--- config.mk ---
export PLATFORM = sky130hd
export DESIGN_NAME = vnorm_div_lane
export DESIGN_NICKNAME = d
export VERILOG_FILES = /design/src/design/vnorm_pkg.sv /design/src/design/vnorm_div_lane.sv
export SDC_FILE = /design/constraint.sdc
export NUM_CORES = 2
export LEC_CHECK = 0
export BUFFER_PORTS_ARGS = -buffer_cell sky130_fd_sc_hd__buf_2
export CAP_MARGIN = 20
export CORE_MARGIN = 8
export CORE_UTILIZATION = 55
export CTS_CLUSTER_DIAMETER = 50
export DETAILED_ROUTE_END_ITERATION = 10
export PLACE_DENSITY = 0.71
export SLEW_MARGIN = 20
export SYNTH_ARGS = -nofsm -noshare
export SYNTH_HDL_FRONTEND = slang
export SYNTH_SLANG_ARGS = --single-unit
--- constraint.sdc ---
create_clock -name clock -period 4.5 [get_ports clock]
set_clock_uncertainty 0.05 [all_clocks]
set_input_delay 0.45 -clock clock [delete_from_list [all_inputs] [get_ports clock]]
set_output_delay 0.45 -clock clock [all_outputs]
set_load 0.005 [all_outputs]
--- src/design/vnorm_pkg.sv ---
package vnorm_pkg;

   localparam int unsigned COMP_W  = 32;
   localparam int unsigned SUM_W   = 2 * COMP_W;
   localparam int unsigned ROOT_W  = COMP_W;
   localparam int unsigned QUOT_W  = 31;
   localparam int unsigned LANES   = 3;

   localparam logic [COMP_W-1:0] ONE_Q30 = 32'h4000_0000;

   typedef struct packed {
      logic [LANES-1:0]             sign;
      logic [LANES-1:0][COMP_W-1:0] absval;
   } vnorm_side_type;

endpackage

--- src/design/vnorm_div_lane.sv ---
module vnorm_div_lane
   import vnorm_pkg::*;
#(
   parameter int unsigned TAG_W = 1
) (
   input  logic              clock,
   input  logic              ce,
   input  logic [COMP_W-1:0] num_in,
   input  logic [ROOT_W-1:0] den_in,
   input  logic [TAG_W-1:0]  tag_in,
   output logic [QUOT_W-1:0] quot_out,
   output logic [TAG_W-1:0]  tag_out
);

   logic [ROOT_W-1:0] rem_ff  [QUOT_W];
   logic [QUOT_W-1:0] quot_ff [QUOT_W];
   logic [ROOT_W-1:0] den_ff  [QUOT_W];
   logic [TAG_W-1:0]  tag_ff  [QUOT_W];

   genvar j;
   generate
      for (j = 0; j < QUOT_W; j++) begin : g_stage
         logic [ROOT_W-1:0] rem_prev;
         logic [QUOT_W-1:0] quot_prev;
         logic [ROOT_W-1:0] den_prev;
         logic [TAG_W-1:0]  tag_prev;
         logic              bit_in;
         logic [ROOT_W:0]   rem_sh;
         logic [ROOT_W-1:0] rem_in;
         logic [QUOT_W-1:0] quot_in;

         if (j == 0) begin : g_first
            assign rem_prev  = {1'b0, num_in[COMP_W-1:1]};
            assign quot_prev = '0;
            assign den_prev  = den_in;
            assign tag_prev  = tag_in;
            assign bit_in    = num_in[0];
         end else begin : g_next
            assign rem_prev  = rem_ff[j-1];
            assign quot_prev = quot_ff[j-1];
            assign den_prev  = den_ff[j-1];
            assign tag_prev  = tag_ff[j-1];
            assign bit_in    = 1'b0;
         end

         always_comb begin
            rem_sh = {rem_prev, bit_in};
            if (rem_sh >= {1'b0, den_prev}) begin
               rem_in  = ROOT_W'(rem_sh - {1'b0, den_prev});
               quot_in = {quot_prev[QUOT_W-2:0], 1'b1};
            end else begin
               rem_in  = ROOT_W'(rem_sh);
               quot_in = {quot_prev[QUOT_W-2:0], 1'b0};
            end
         end

         always_ff @(posedge clock) begin
            if (ce) begin
               rem_ff[j]  <= rem_in;
               quot_ff[j] <= quot_in;
               den_ff[j]  <= den_prev;
               tag_ff[j]  <= tag_prev;
            end
         end
      end
   endgenerate

   assign quot_out = quot_ff[QUOT_W-1];
   assign tag_out  = tag_ff[QUOT_W-1];

endmodule

# --- Yosys cells after proc, flatten, opt, wreduce, memory -nomap -nowiden ---
# Memory sizes are Yosys's and may differ from the RTL's.
# Index checks and enable logic that the tools add are counted.
# W data, S select, Z words.
word_totals:
  out_inout_bits: 32
  input_bits: 67
  word_cells: 130
  memories: 4
  regBits: 0
  ram_bits: 2976
classes:
  n_lt_le_gt_ge: 31
  mux: 64
  addsub: 31
mem_list:
  columns: ["name", "depth", "width", "read_ports", "rd_clocked_by_memory_dff", "write_ports", "line", "source"]
  rows:
  - ["den_ff", 31, 32, 30, 0, 31, "vnorm_div_lane.sv:17", "logic [ROOT_W-1:0] den_ff [QUOT_W];"]
  - ["rem_ff", 31, 32, 30, 0, 31, "vnorm_div_lane.sv:15", "logic [ROOT_W-1:0] rem_ff [QUOT_W];"]
  - ["quot_ff", 31, 31, 31, 0, 31, "vnorm_div_lane.sv:16", "logic [QUOT_W-1:0] quot_ff [QUOT_W];"]
  - ["tag_ff", 31, 1, 31, 0, 31, "vnorm_div_lane.sv:18", "logic [TAG_W-1:0] tag_ff [QUOT_W];"]
ops:
  columns: ["op", "count"]
  rows:
  - ["$mux W32", 31]
  - ["$sub A32 B32 Y32", 31]
  - ["$ge A33 B32 Y1", 30]
  - ["$mux W1", 33]
  - ["$ge A32 B32 Y1", 1]

# --- Depth between registers and ports, before layout ---
# An unclocked memory read counts as a cell.
depth:
  depth_word: 3
  mapped_depth: 15

# --- Worst setup path before layout ---
# No wires, ideal clock.
synth_timing:
  path_kind: "reg2reg"
  start: "memory rem_ff[1][160] (netlist name)"
  end: "memory rem_ff[1][200] (netlist name) (data pin)"
  arrival_time_ps: 3037
  period_less_slack_ps: 3347
  path_stages_with_launch: 12
  required_time_ps: 4190
  setup_slack_ps: 1153
  path_cell_list: "edfxtp_1 -> ha_1 -> nor2b_1 -> o31a_1 -> o31a_1 -> o31a_1 -> and3_1 -> o21ai_1 -> a31oi_1 -> a41oi_1 -> buf_2 -> mux2_2"
synth_lines:
  columns: ["element", "line"]
  rows:
  - ["start: declaration", "vnorm_div_lane.sv:15"]

==> out/results.tsv <==
stage	metric	value	unit
cts	clockRootBuffer	clkbuf_16	
die	dieHeight	516	um
setup_path	crit_required	5.07	ns
cts	clk_latency	0.93	ns
layout	layout_common_cells	edfxtp_1, inv_1, ha_1	
setup_path	startpoint_type	flop	
synthesis	seq_area_frac_synth	53.5	%
die	std_cell_rows	183	
route	routed_wl	332000	um
synthesis	synth-edff-count	2447	
setup_path	max_stage_delay	0.58	ns
cts	postCtsSetupBuffers	0	
setup_path	critPathCaptureType	flop	
cts	clockBufferDepth	4	
layout	final_core_util	61.7	%
setup_path	arrival	4.74	ns
pwr	seqPwrFrac	33.2	%
global_routing	grt.total_usage	24.3	%
route	drc	0	
setup_path	critical_path_class	reg2reg	
route	antenna_left	0	
route	first_pass_iters	8	
synthesis	synth_flop_cell	edfxtp_1	
synthesis	synth_top_cell_by_area	edfxtp_1	
sta	worst_pin_slew	1.06	ns
pwr	power.switching	44000	uW
sta	rsz0062_at_grt	no	
cts	clkSlewWorstSetupHoldPaths	0.06	ns
layout	fill_cells	19700	
layout	drive_gt1_share	9.26	%
synthesis	async_reset_ff_share	0	%
layout	area_delta_synth_final	11.5	%
layout	fin_nets	13600	
sta	post-route-period-util	92.7	%
placement	dp_hpwl	250000	um
die	boundaryPins	99	
sta	tns	0	ns
synthesis	netlist-cell-type-count	106	
job	max_cap_violations	0	
status	status	finished clean	
setup_path	cp.buffers_inverters	1	
setup_path	cp_max_fo	29	
layout	fin_area	153000	um^2
placement	io_buffers	98	
setup_path	cp_slowest_cell	a211oi_2	
global_routing	grt_pass1_wl	516000	um
cts	clock-sinks	2447	
placement	placed_cell_area	142000	um^2
synthesis	yosys_warnings	0	
pwr	ir_worst_vdd	0.506	mV
pwr	power.density	755	nW/um^2
cts	cts_tree	done	
placement	place_congestion	0.937	
route	initialDrtViolationCount	8051	
cts	cts.htree.levels	5	
global_routing	grt_max_degree	166	
synthesis	yosys-top-cells-area	edfxtp_1, ha_1, inv_1	
die	coreArea	248000	um^2
sta	hold_viol	0	
setup_path	path_cells	ha_1, a21o_1, a21o_1, a21o_1, or4_1, o21ai_1, nand2_1, a211oi_2, nand2_2, buf_4, mux2_2	
setup_path	crit_family	compound AO/OA/AOI/OAI gates	
placement	dp_slack	0.385	ns
synthesis	synth_top_area_share	53.5	%
setup_path	critPathMostFrequentCell	a21o_1	
die	dieArea	266000	um^2
sta	whs	0.203	ns
sta	drv_slew	0	
cts	cts_buffers	324	
layout	layout_commonest_cell	edfxtp_1	
sta	setup_slack	0.327	ns
die	dieWidth	516	um
route	detailroute.via_count	94200	
hold_path	min_path_type	in2reg	
pwr	clkPwrFrac	21.4	%
synthesis	synth_seq_cells	2447	
synthesis	synth_nets	13300	
sta	max_slew_margin	29.4	%
pwr	p_int	71700	uW
pwr	swShare	38.0	%
sta	period_needed	4.17	ns
synthesis	syn_avg_cell_area	11.3	um^2
pwr	combPwrFrac	45.4	%
synthesis	syn_inst	12200	
global_routing	antenna_found_initial	8	
route	detail_route.wl_per_cell	20.7	um
pwr	p_leak	0.0627	uW
sta	final-setup-viol-count	0	
global_routing	first_global_vias	92600	
sta	fmax	240	MHz
synthesis	syn-cell-area	137000	um^2
route	drt-vias-per-instance	5.87	
global_routing	overflow	0	
die	start_util	55.3	%
[sequential cells by signal (all words and copies together), names as in the netlist]
register  flops
den_ff      960
rem_ff      960
quot_ff     496
tag_ff       31
[final cells by class]
class                           count  area [um^2]  area share, %
Sequential cell                  2447        73500           48.0
Multi-Input combinational cell   8163        58100           37.9
Clock buffer                      367         8290           5.41
Inverter                         1265         4750           3.10
Tap cell                         3330         4170           2.72
Timing Repair Buffer              269         2400           1.57
Clock inverter                    197         2060           1.35
Antenna cell                        4         10.0        0.00653
[Yosys cell counts, drive strengths merged (28+ instances only)]
cell type / instances
or3: 46
o21a: 149
nor2b: 132
xor2: 311
mux2i: 33
mux2: 389
buf: 85
and2: 68
a21oi: 945
edfxtp: 2447
nand2b: 121
fa: 30
clkbuf: 220
o21bai: 124
a41oi: 31
a211o: 35
xnor2: 466
inv: 1264
a21o: 514
nand2: 875
and4: 28
nor2: 697
a2111oi: 32
a21boi: 30
nand3: 197
nor3: 147
a211oi: 74
and3: 95
a31oi: 106
o21ai: 797
o31a: 35
o41ai: 28
nor4: 35
o211ai: 58
o31ai: 71
ha: 991
a221oi: 29
nand4: 152
[metrics by stage]
stage | std cells | total power, uW
after floorplan | 12200 | 76100
after global placement | 15400 | 89400
after detailed placement | 15400 | 90500
after CTS | 16000 | 116000
after global routing | 16000 | 123000
final | 16000 | 116000
[timing repair]
action | CTS | global route
resized for setup | 0 | 1
endpoints found under the setup margin | 0 | 1
hold buffers | 66 | 0
endpoints found under the hold margin | 86 | 0
[per-layer routing]
metal / global-route usage, % / up-vias / share of wire, %
met5: 0 / - / 0.0039
met4: 9.40 / 2 / 4.3
met3: 3.24 / 820 / 4.9
met2: 42.3 / 2684 / 49
met1: 30.9 / 45300 / 42
li1: - / 45400 / -
[logic make-up after synthesis]
family,after synthesis,share of synthesized area [%]
AO/OA/AOI/OAI,3262,15.1
AND/OR/NAND/NOR,2681,9.18
flip-flops,2447,53.5
buffers and inverters,1570,4.39
adder cells (fa/ha/maj),1021,9.46
XOR/XNOR,777,4.95
multiplexers,422,3.43
[worst paths after layout]
path / slack, ns / cells after the start / endpoint / start
worst max-delay path: 0.33 / 11 / rem_ff[0][482]$_DFFE_PP_ / rem_ff[0][465]$_DFFE_PP_
worst min-delay path: 0.20 / 2 / den_ff[0][5]$_DFFE_PP_ / den_in[5]
worst max register to register: 0.33 / 11 / rem_ff[0][482]$_DFFE_PP_ / rem_ff[0][465]$_DFFE_PP_
worst min register to register: 0.33 / 0 / quot_ff[0][468]$_DFFE_PP_ / quot_ff[0][436]$_DFFE_PP_
[power groups by stage]
stage,Sequential [uW],Clock (uW),Combinational [uW]
floorplan,36100,0,40000
global placement,38800,0,50600
detailed placement,38800,0,51600
CTS,38400,25400,52100
global route,38900,26300,58000
finish,38400,24800,52600
(Power assumes the default switching activity.)
