[config.mk]
export PLATFORM = sky130hd
export DESIGN_NAME = vnorm_sqrt
export DESIGN_NICKNAME = d
export VERILOG_FILES = /design/src/design/vnorm_pkg.sv /design/src/design/vnorm_sqrt.sv
export SDC_FILE = /design/constraint.sdc
export NUM_CORES = 2
export LEC_CHECK = 0
export ABC_AREA = 0
export BUFFER_PORTS_ARGS = -buffer_cell sky130_fd_sc_hd__buf_2
export CAP_MARGIN = 20
export CORE_MARGIN = 5
export CORE_UTILIZATION = 50
export CTS_BUF_LIST = sky130_fd_sc_hd__clkbuf_8 sky130_fd_sc_hd__clkbuf_16
export DETAILED_ROUTE_END_ITERATION = 6
export PLACE_DENSITY = 0.65
export REMOVE_ABC_BUFFERS = 1
export SETUP_SLACK_MARGIN = 0.2
export SLEW_MARGIN = 0
export SYNTH_ARGS = -nofsm -noshare
export SYNTH_HDL_FRONTEND = slang
export SYNTH_MEMORY_MAX_BITS = 65536
export SYNTH_SLANG_ARGS = --single-unit
export TNS_END_PERCENT = 20
[constraint.sdc]
create_clock -name clock -period 4.8 [get_ports clock]
set_clock_uncertainty 0.1 [all_clocks]
set_input_delay 0.48 -clock clock [delete_from_list [all_inputs] [get_ports clock]]
set_output_delay 0.48 -clock clock [all_outputs]
set_load 0.05 [all_outputs]
[src/design/vnorm_pkg.sv]
package vnorm_pkg;

   localparam int unsigned COMP_W  = 32;
   localparam int unsigned SUM_W   = 2 * COMP_W;
   localparam int unsigned ROOT_W  = COMP_W;
   localparam int unsigned QUOT_W  = 31;
   localparam int unsigned LANES   = 3;

   localparam logic [COMP_W-1:0] ONE_Q30 = 32'h4000_0000;

   typedef struct packed {
      logic [LANES-1:0]             sign;
      logic [LANES-1:0][COMP_W-1:0] absval;
   } vnorm_side_type;

endpackage

[src/design/vnorm_sqrt.sv]
module vnorm_sqrt
   import vnorm_pkg::*;
#(
   parameter int unsigned SIDE_W = 1
) (
   input  logic              clock,
   input  logic              ce,
   input  logic [SUM_W-1:0]  sum_in,
   input  logic [SIDE_W-1:0] side_in,
   output logic [ROOT_W-1:0] root_out,
   output logic [SIDE_W-1:0] side_out
);

   localparam int unsigned REM_W = ROOT_W + 2;
   localparam int unsigned TRY_W = REM_W + 2;

   logic [REM_W-1:0]  rem_ff  [ROOT_W];
   logic [ROOT_W-1:0] root_ff [ROOT_W];
   logic [SUM_W-1:0]  rad_ff  [ROOT_W];
   logic [SIDE_W-1:0] side_ff [ROOT_W];

   genvar k;
   generate
      for (k = 0; k < ROOT_W; k++) begin : g_stage
         logic [REM_W-1:0]  rem_prev;
         logic [ROOT_W-1:0] root_prev;
         logic [SUM_W-1:0]  rad_prev;
         logic [SIDE_W-1:0] side_prev;
         logic [TRY_W-1:0]  rem_sh;
         logic [TRY_W-1:0]  trial;
         logic [REM_W-1:0]  rem_in;
         logic [ROOT_W-1:0] root_in;

         if (k == 0) begin : g_first
            assign rem_prev  = '0;
            assign root_prev = '0;
            assign rad_prev  = sum_in;
            assign side_prev = side_in;
         end else begin : g_next
            assign rem_prev  = rem_ff[k-1];
            assign root_prev = root_ff[k-1];
            assign rad_prev  = rad_ff[k-1];
            assign side_prev = side_ff[k-1];
         end

         always_comb begin
            rem_sh = {rem_prev, rad_prev[SUM_W-1 -: 2]};
            trial  = {2'b00, root_prev, 2'b01};
            if (rem_sh >= trial) begin
               rem_in  = REM_W'(rem_sh - trial);
               root_in = {root_prev[ROOT_W-2:0], 1'b1};
            end else begin
               rem_in  = REM_W'(rem_sh);
               root_in = {root_prev[ROOT_W-2:0], 1'b0};
            end
         end

         always_ff @(posedge clock) begin
            if (ce) begin
               rem_ff[k]  <= rem_in;
               root_ff[k] <= root_in;
               rad_ff[k]  <= {rad_prev[SUM_W-3:0], 2'b00};
               side_ff[k] <= side_prev;
            end
         end
      end
   endgenerate

   assign root_out = root_ff[ROOT_W-1];
   assign side_out = side_ff[ROOT_W-1];

endmodule

== Word level (Yosys, flattened, before mapping) ==
Memories as Yosys holds them, arrays and structs flattened.
Index checks and enable logic that the tools add are counted.

* Order comparisons: 32
* Add/sub/neg operators: 32
* Multiplexer cells: 66

{| class="wikitable"
|+ Operators with widths
! cell !! number
|-
| $ge A36 B34 Y1 || 31
|-
| $mux W34 || 32
|-
| $sub A34 B34 Y34 || 31
|-
| $mux W1 || 34
|-
| $sub A2 B1 Y3 const B || 1
|-
| $ge A2 B1 Y1 const B || 1
|}

* Bits in registers: 0
* Memories kept: 4
* Output and inout bits: 33
* RAM bits: 4128

{| class="wikitable"
|+ Memories
! name !! words !! width !! rd ports !! clocked after Yosys merged registers in !! wr ports !! line !! source
|-
| rad_ff || 32 || 62 || 31 || 0 || 32 || vnorm_sqrt.sv:19 || <nowiki>logic [SUM_W-1:0] rad_ff [ROOT_W];</nowiki>
|-
| rem_ff || 32 || 34 || 31 || 0 || 32 || vnorm_sqrt.sv:17 || <nowiki>logic [REM_W-1:0] rem_ff [ROOT_W];</nowiki>
|-
| root_ff || 32 || 32 || 32 || 0 || 32 || vnorm_sqrt.sv:18 || <nowiki>logic [ROOT_W-1:0] root_ff [ROOT_W];</nowiki>
|-
| side_ff || 32 || 1 || 32 || 0 || 32 || vnorm_sqrt.sv:20 || <nowiki>logic [SIDE_W-1:0] side_ff [ROOT_W];</nowiki>
|}

== Depth between registers and ports, before layout ==
An unclocked memory read counts as a cell.

* Word-level depth: 3
* Gate-level depth with buffers: 14

== Least setup slack after synthesis ==
No wires, ideal clock.

* Path type: register -> register
* From: mem rem_ff[1][435] (netlist name)
* To: mem rem_ff[1][459] (netlist name) (data pin)
* Cell stages (with the launch flop): 11
* Period minus slack after synthesis: 3.331 ns
* Arrival time: 2.971 ns
* Path buffers: 2
* Setup slack: 1.469 ns
* Required time: 4.440 ns
* Setup time: 0.260 ns
* Cells stage by stage: edfxtp_1 ha_1 a21oi_1 nor2b_1 or4_1 or4_1 a21oi_1 o31a_1 clkbuf_1 clkbuf_1 mux2_2

{| class="wikitable"
|+ RTL lines
! element !! line
|-
| start, declared || vnorm_sqrt.sv:17
|}

==> flow_metrics.env <==
export IMPL_ff2ff_path_depth=12
export IMPL_place_ws_ps=855
export IMPL_vdd_ir_drop_max_mv=0.411
export IMPL_cts_hold_repair_buffers=67
export IMPL_drt_pre_antenna_iters=7
export IMPL_port_buffers=99
export IMPL_grt_pass1_vias=70174
export IMPL_clkLatencyLatePin_ps=910
export IMPL_yosysWarnings=0
export IMPL_clockPowerShare_pct=32.5
export IMPL_cp_common_cell="nor3_1"
export IMPL_swShare_pct=27.9
export IMPL_clock_sinks=2555
export IMPL_ys_ff_latch=2555
export IMPL_antenna_left=0
export IMPL_grt_pass1_wl_um=382000
export IMPL_rsz0062_at_grt="false"
export IMPL_setup_viol=0
export IMPL_die_w_um=497
export IMPL_via_per_inst=5.52
export IMPL_drv_slew=0
export IMPL_worstPathArrival_ps=4520
export IMPL_cp_required_ps=5340
export IMPL_synth_edff_count=2555
export IMPL_tightest_slew_ps=1030
export IMPL_startpoint="root_ff[1][352]"
export IMPL_hold_path_depth=2
export IMPL_start_kind="flop"
export IMPL_layout_drive_gt1_share_pct=7.59
export IMPL_netlist_area_um2=119000
export IMPL_die_h_um=497
export IMPL_ctsLongestPathBuffers=4
export IMPL_post_cts_buffers=0
export IMPL_cts_tree="yes"
export IMPL_area_delta_synth_final_pct=11.9
export IMPL_finalWirelength_um=241000
export IMPL_regToRegStartpoint="root_ff[1][352]"
export IMPL_worstHoldPathType="input pin to flop"
export IMPL_dp_hpwl_um=173000
export IMPL_hold_viol=0
export IMPL_synth_main_ff_cell="edfxtp_1"
export IMPL_drc=1
export IMPL_path_cells="inv_1, ha_1, nand2b_1, a211oi_1, nor3_1, o21ai_1, nor3_1, o41a_2, buf_4, a2111oi_0, o21ai_0, xnor2_1"
export IMPL_netlist_instances=9207
export IMPL_r2r_end="rem_ff[1][439]"
export IMPL_avgSynthCellArea_um2=12.9
export IMPL_num_vias=71248
export IMPL_critical_path_max_stage_delay_ps=650
export IMPL_internal_power_mw=45.6
export IMPL_reg2reg_slack_ps=820
export IMPL_die_area_um2=247000
export IMPL_combinationalPowerShare_pct=20.0
export IMPL_grt_overflow=0
export IMPL_p_sw_mw=17.7
export IMPL_numCtsBuffers=287
export IMPL_cp_max_fo=23
export IMPL_layout_common_cells="2555 x edfxtp_1, 749 x inv_1, 627 x nand2_1"
export IMPL_worstHoldEndpoint="rad_ff[0][27]"
export IMPL_final_common_cell="edfxtp_1"
export IMPL_core_rowCount=178
export IMPL_min_period_over_period_pct=83.0
export IMPL_place_congestion=0.904
export IMPL_htreeDepth=5
export IMPL_drt_initial_drc_count=5312
export IMPL_postSynth_asyncResetShare_pct=0
export IMPL_start_util_pct=50.3
export IMPL_fill_cells=18980
export IMPL_synth_seq_area_share_pct=64.6
export IMPL_track_usage_pct=19.1
export IMPL_power_leakage_nw=50.8
export IMPL_cts_resized=0
export IMPL_pin_count=100
export IMPL_period_needed_ps=3980
export IMPL_violations="design-rule violations"
export IMPL_root_buffer="clkbuf_16"
export IMPL_min_delay_start="sum_in[27]"
export IMPL_antenna_found_initial=3
export IMPL_critPathSlowestCell="o41a_2"
export IMPL_max_freq_mhz=251
export IMPL_p_seq_share_pct=47.5
export IMPL_synth_cell_types=88
export IMPL_endpoint_kind="flop"
export IMPL_critPathKind="flop to flop"
export IMPL_grt_max_degree=149
export IMPL_post_drt_wl_per_cell_um=18.6
export IMPL_power_density_nw_per_um2=476
export IMPL_slew_headroom_pct=31.3
export IMPL_cts_clk_slew_worst_paths_ps=60
export IMPL_status="finished, violations left"
export IMPL_fin_ws_ps=816
export IMPL_drv_cap=0
export IMPL_core_area_um2=236000
export IMPL_post_route_util_pct=56.3
export IMPL_nNetsFinal=10181
Yosys cell counts, types with 16 or more instances:
cell type	instances	share of area [%]
and2_1	31	0.16
nor4_1	124	0.65
a21boi_0	21	0.13
o21bai_1	39	0.25
inv_1	704	2.2
nand2_1	627	2.0
buf_1	21	0.066
nand3b_1	24	0.15
nand2b_1	108	0.57
nor3_1	250	1.1
clkbuf_1	155	0.49
a21o_1	229	1.4
and4_1	17	0.13
nand4b_1	19	0.14
ha_1	562	5.9
xnor2_1	408	3.0
or4_1	56	0.35
edfxtp_1	2555	65
a31o_2	20	0.15
or2_2	45	0.24
mux2_2	55	0.52
nand4_1	114	0.60
a211o_1	18	0.13
o21ai_0	458	1.9
xor2_1	428	3.2
nor2_1	619	2.0
nand3_1	148	0.62
nor3b_1	21	0.13
a31oi_1	43	0.23
a21oi_1	595	2.5
a2111oi_0	16	0.12
a211oi_1	55	0.35
buf_2	21	0.089
nor2b_1	73	0.38
and3_1	28	0.15
o31ai_1	66	0.42
o21a_1	98	0.62
o211ai_1	37	0.23
or3_1	90	0.47
metal layers:
metal,GRT usage (%),part of all wire (%),vias up
met2,32.7,49,1650
met4,6.94,3.7,4
met5,0,0.011,-
met1,24.8,43,34265
li1,-,-,34805
met3,2.66,4.1,524
cell type report:
cell class	count	area (um^2)	share of cell area, %
clock inverters	191	1470	1.11
well taps	3150	3940	2.97
diodes	2	5.00	0.00377
repair buffers	255	2110	1.59
clock buffers	293	7330	5.52
inverters	708	2660	2.00
multi-input cells	5745	38600	29.0
flip-flops and latches	2555	76700	57.8
worst max-delay path by stage:
stage,to
after floorplan,rem_ff[1][22]
after global placement,rem_ff[1][294]
after detailed placement,rem_ff[1][294]
after CTS,rem_ff[1][294]
after global routing,rem_ff[1][338]
final,rem_ff[1][439]
stage by stage:
stage / hold slack [ps] / power (mW) / setup TNS [ps] / cells / cell area [um^2]
floorplan: 300 / 39.0 / -76510 / 9008 / 118000
global placement: 300 / 42.8 / 0 / 12346 / 123000
detailed placement: 305 / 43.0 / 0 / 12346 / 123000
CTS: 74.9 / 63.9 / 0 / 12897 / 133000
global route: 113 / 66.6 / 0 / 12898 / 133000
finish: 162 / 63.2 / 0 / 12899 / 133000
critical path, delay by kind of cell, from the launching register on:
family	cells	cell delay, ps
buffers and inverters	2	360
AOI/OAI and AO/OA	5	1850
and+or+nand+nor	3	400
adders and majority gates	1	360
DFF	1	500
xor gates and xnor gates	1	150
registers in the layout (all words and copies together) (netlist names):
signal   count
root_ff    528
rem_ff    1003
side_ff     32
rad_ff     992
kinds of logic after synthesis:
kind of cell | count (synthesis) | synth area share [%]
AND/OR/NAND/NOR | 2429 | 10.1
adder cells (fa/ha/maj) | 562 | 5.92
flip-flops | 2555 | 64.6
XOR/XNOR | 836 | 6.17
buffers and inverters | 907 | 2.90
other | 1 | 0.00316
AO/OA/AOI/OAI | 1852 | 9.70
multiplexers | 65 | 0.606
power groups by stage:
| stage | registers, mW | logic [mW] | clock network, mW |
|---|---|---|---|
| 6_report | 30.0 | 12.6 | 20.5 |
| 5_1_grt | 30.3 | 14.1 | 22.2 |
| 4_1_cts | 30.1 | 12.6 | 21.2 |
| 3_5_place_dp | 30.5 | 12.5 | 0 |
| 3_3_place_gp | 30.5 | 12.3 | 0 |
| 2_1_floorplan | 29.7 | 9.26 | 0 |
(Power assumes the default switching activity.)
